$ cat src/hw/rtl/dfsp_ram.sv
module dfsp_ram #(
    parameter int WIDTH = 16,
    parameter int DEPTH = 16
) (
    input  logic                     i_clk,
    input  logic                     i_we,
    input  logic [$clog2(DEPTH)-1:0] i_waddr,
    input  logic [WIDTH-1:0]         i_wdata,
    input  logic [$clog2(DEPTH)-1:0] i_raddr,
    output logic [WIDTH-1:0]         o_rdata
);
    logic [WIDTH-1:0] mem [DEPTH];

    always_ff @(posedge i_clk) begin
        if (i_we) begin
            mem[i_waddr] <= i_wdata;
        end
        o_rdata <= mem[i_raddr];
    end
endmodule
$ cat config.mk
export PLATFORM = sky130hd
export DESIGN_NAME = dfsp_ram
export DESIGN_NICKNAME = d
export VERILOG_FILES = /design/src/hw/rtl/dfsp_ram.sv
export SDC_FILE = /design/constraint.sdc
export NUM_CORES = 1
export LEC_CHECK = 0
export BUFFER_PORTS_ARGS = -buffer_cell sky130_fd_sc_hd__buf_2
export CAP_MARGIN = 20
export CORE_ASPECT_RATIO = 1.1
export CORE_MARGIN = 3
export CORE_UTILIZATION = 25
export DETAILED_ROUTE_END_ITERATION = 10
export PLACE_DENSITY = 0.38
export SLEW_MARGIN = 20
export SYNTH_ARGS = -nofsm -noshare
export SYNTH_HDL_FRONTEND = slang
export SYNTH_SLANG_ARGS = --single-unit
$ cat constraint.sdc
create_clock -name i_clk -period 5.9 [get_ports i_clk]
set_input_delay 0.59 -clock i_clk [delete_from_list [all_inputs] [get_ports i_clk]]
set_output_delay 0.59 -clock i_clk [all_outputs]
set_load 0.05 [all_outputs]
# Yosys cells after proc, flatten, opt, wreduce, memory -nomap -nowiden
# Memories as Yosys holds them, arrays and structs flattened. A register that Yosys moved wholly into a read port is not among the register bits.
# Cells that the tools add are included.
dict set report classes {
  n_addsub 0
  mul 0
  n_div 0
  order_cmp 0
  eq_ne 0
  shifts 0
  n_mux 2
  bitwise_logic 0
  reduce_logical 0
}
# operator n
set ops {}
lappend ops {{$mux W1} 2}
dict set report totals {
  register_bits 0
  latch_bits 0
  ram_bits 256
  rom_bits 0
  in_bits 26
  output_inout_bits 16
  elab_cells 3
  n_memories 1
}
# name words width read_ports rd_ports_with_merged_regs wr line
set memory_table {}
lappend memory_table {mem 16 16 1 1 1 12} ;# logic [WIDTH-1:0] mem [DEPTH];

# Longest topological paths before layout
dict set report logic_depth {
  word_depth 2
  ltp_mapped 5
  ltp_nobuf 3
}

# Worst setup path before layout
# OpenSTA, ideal clock, no wires.
dict set report synth_timing {
  path_type {in2reg}
  startpoint {in i_waddr[2]}
  endpoint {mem mem[0][0], enable pin}
  setup_time_ns 0.409
  arrival_time_ns 2.236
  path_slack_ns 3.255
  cell_stages 2
  n_path_buf 0
  path_cell_list {or3b_2 > nor3_1}
}
# item line
set synth_rtl {}
lappend synth_rtl {{from (decl)} 7} ;# input logic [$clog2(DEPTH)-1:0] i_waddr,
lappend synth_rtl {{to (decl)} 12}
# No word-level cell before the write port.

==> key figures <==
Run status
  • Outcome: complete, no violations

Critical path
  • Critical-path cell list: buf_4 > buf_4 > mux4_1 > a22oi_1 > nand2_1
  • Worst EP arrival: roughly 2.7 ns
  • CP most frequent cell: buf_4
  • Slowest cell on crit path: mux4_1
  • CP Class: in2reg
  • Critical Path RT: between 6 and 7 ns
  • Crit start category: primary input
  • CP endpoint kind: flop
  • CP peak stage delay: between 0.6 and 0.7 ns
  • Crit path buffers/inverters: 2
  • CP max FO: 37
  • Top Family by Delay on Critical Path: buffers and inverters

Layout
  • Sequential Area: roughly 0.0080 mm2
  • Commonest non-fill, non-tap cell in the layout: edfxtp_1
  • Nets: ~520
  • Multi-input gate area: 0.00201 mm2
  • Layout cells sized above 1: 0.337
  • Antenna cells: 0
  • Most frequent cells in the layout: 256 x edfxtp_1, 54 x mux4_2, 40 x buf_2
  • Core Util, Final: 0.306
  • Area Overhead vs Synth: 20.0%
  • Fin area: ~0.012 mm2
  • Fillers: 3846

Job
  • MaxCap Viol Count: 0

GRT
  • Initial antenna violation count: 0
  • First-pass GRT wire length: between 30000 and 40000 um
  • GRT overflow: 0
  • Vias in the first global route: ~5000
  • Largest net degree at the start of global routing: 38
  • Total track usage: 0.113

Synth
  • Post-synthesis sequential area ratio: 0.797
  • Largest family of logic cells by synthesized area: multiplexers
  • Mapped Avg Cell Area: roughly 23 um2
  • Synth Area in Adders: 0
  • Synth Area in Simple Gates: 0.0192
  • Number of unique standard cell types used by synthesis: 19
  • Mapped Nets: ~460
  • Ys Warns: 0
  • Synthesis-stage register bit count: approximately 270
  • Top-area cell type share of the netlist area: 0.765
  • Mux cell area share after synthesis: 0.147
  • Mapped Cells: approximately 430
  • Post-synthesis cell area: 0.0100 mm2
  • Synth area leader: edfxtp_1
  • Cells taking the most area after synthesis: edfxtp_1 77%, mux4_2 12%, dfxtp_1 3.2%
  • Synth Area in XOR/XNOR: 0
  • Complex-gate fraction of the synthesized area: 0.0239

CTS
  • # resized after CTS: 0
  • CTS Buf Count: 30
  • Clk Latency, worst-skew pair: about 0.55 ns
  • CTS root buffer: clkbuf_16
  • Clock buffer depth: 3
  • CTS Hold Buffers Added: 0
  • Reg clk slew, reported paths: 0.06 ns
  • CTS HTree Levels: 1
  • Clock Sinks: approximately 270
  • TritonCTS clock tree: built
  • Post-CTS setup buffer count: 0

Floorplan
  • IO Pins: 42
  • Core ar.: 0.0394 mm2
  • Die Span Y: between 200 and 250 um
  • Full die area: roughly 0.043 mm2
  • Die W: 197 um
  • Row count: 76
  • Starting Density: 0.255

Placement
  • HPWL after DPL: approximately 12000 um
  • Placed Area: 0.0110 mm2
  • GPL Wtd Cong: between 0.6 and 0.7
  • IO buf count: 41

Power and ir drop
  • P per Cell Area: approximately 370 mW/mm2
  • Leakage: ~0.0038 uW
  • VDD IR max: 216 uV

Routing
  • Vias per inst: between 4 and 5
  • Routed Antenna Nets: 0
  • Drt initial violations: between 300 and 400
  • Residual DRC: 0
  • First drt pass iteration count: 4
  • DR WL/cell: around 23 um
  • Final WL: 23900 um
  • Vias: roughly 4500

STA
  • Clk_skew: 0.0157 ns
  • Final Hold Vio Count: 0
  • Unrepaired setup endpoints after global routing: no
  • WHS: approximately 0.42 ns
  • Fin crit period: between 2 and 2.5 ns
  • Final Max Tran Viols: 0
  • Slew headroom: 0.406
  • Max Freq: between 400 and 500 MHz
  • Setup total negative slack: 0 ns
  • Worst Max-Slew Pin Slew: just under 0.9 ns
  • Fin crit share: 0.386
  • Final setup vio count: 0

Min path
  • Hold crit path type: in2reg
-- metrics by stage --
stage | total power [uW] | std cells | setup WS [ns]
finish | 4420 | 1027 | 3.62
global route | 4580 | 1027 | 3.37
CTS | 4480 | 1027 | 3.53
detailed placement | 2460 | 972 | 2.94
global placement | 2450 | 972 | 2.94
floorplan | 2360 | 432 | 3.25
-- cell families (layout without fill, tap and decap cells) --
kind of cell	after synthesis	count (layout)
DFF	272	272
muxes	64	64
and+or+nand+nor	43	43
AOI/OAI and AO/OA	32	32
buffers and inverters	21	109
-- cells in the mapped netlist (all sizes together) --
| master | n |
|---|---|
| and2 | 1 |
| nor2 | 13 |
| nand2 | 17 |
| or3b | 1 |
| mux4 | 64 |
| nor2b | 2 |
| nand3b | 2 |
| a22oi | 32 |
| nand2b | 2 |
| clkbuf | 8 |
| nand3 | 1 |
| edfxtp | 256 |
| buf | 13 |
| nor3 | 4 |
| dfxtp | 16 |
-- layout make-up --
cell class | instances | area share
multi-input cells | 139 | 0.167
repair buffers | 54 | 0.0253
flip-flops and latches | 272 | 0.665
clock buffers | 41 | 0.0717
well taps | 507 | 0.0527
clock inverters | 14 | 0.0185
-- state kept, by name, indices dropped and copies added (netlist names) --
| signal | count |
|---|---|
| o_rdata | 16 |
| mem | 256 |
-- routing by layer --
layer / global-route usage / wire length, um
met1: 0.152 / 10100
met2: 0.194 / 12100
met3: 0.0190 / 1340
met4: 0.0252 / 377
met5: 0 / 0
-- final timing paths --
check / startpoint / end / slack, ns / cells past startpoint
worst max-delay path: i_raddr[0] / o_rdata[0]$_DFF_P_ / 3.62 / 5
worst min-delay path: i_wdata[2] / mem[9][2]$_DFFE_PP_ / 0.42 / 1
worst max register to register: mem[9][4]$_DFFE_PP_ / o_rdata[4]$_DFF_P_ / 4.61 / 3
worst min register to register: mem[14][13]$_DFFE_PP_ / o_rdata[13]$_DFF_P_ / 0.67 / 3
-- worst reg2reg max path, stage by stage (launching register included) --
cell,delay (ns)
edfxtp_1,0.36
mux4_1,0.52
a22oi_1,0.22
nand2_1,0.08
-- power breakdown --
part	leakage [uW]	total (uW)	switching (uW)	internal, uW
Clock	0.000529	2010	734	1280
Sequential	0.00245	2170	12.0	2160
Combinational	0.000860	236	158	78.1
Total	0.00384	4420	904	3520
No activity file was read; power rests on OpenSTA's default activity.
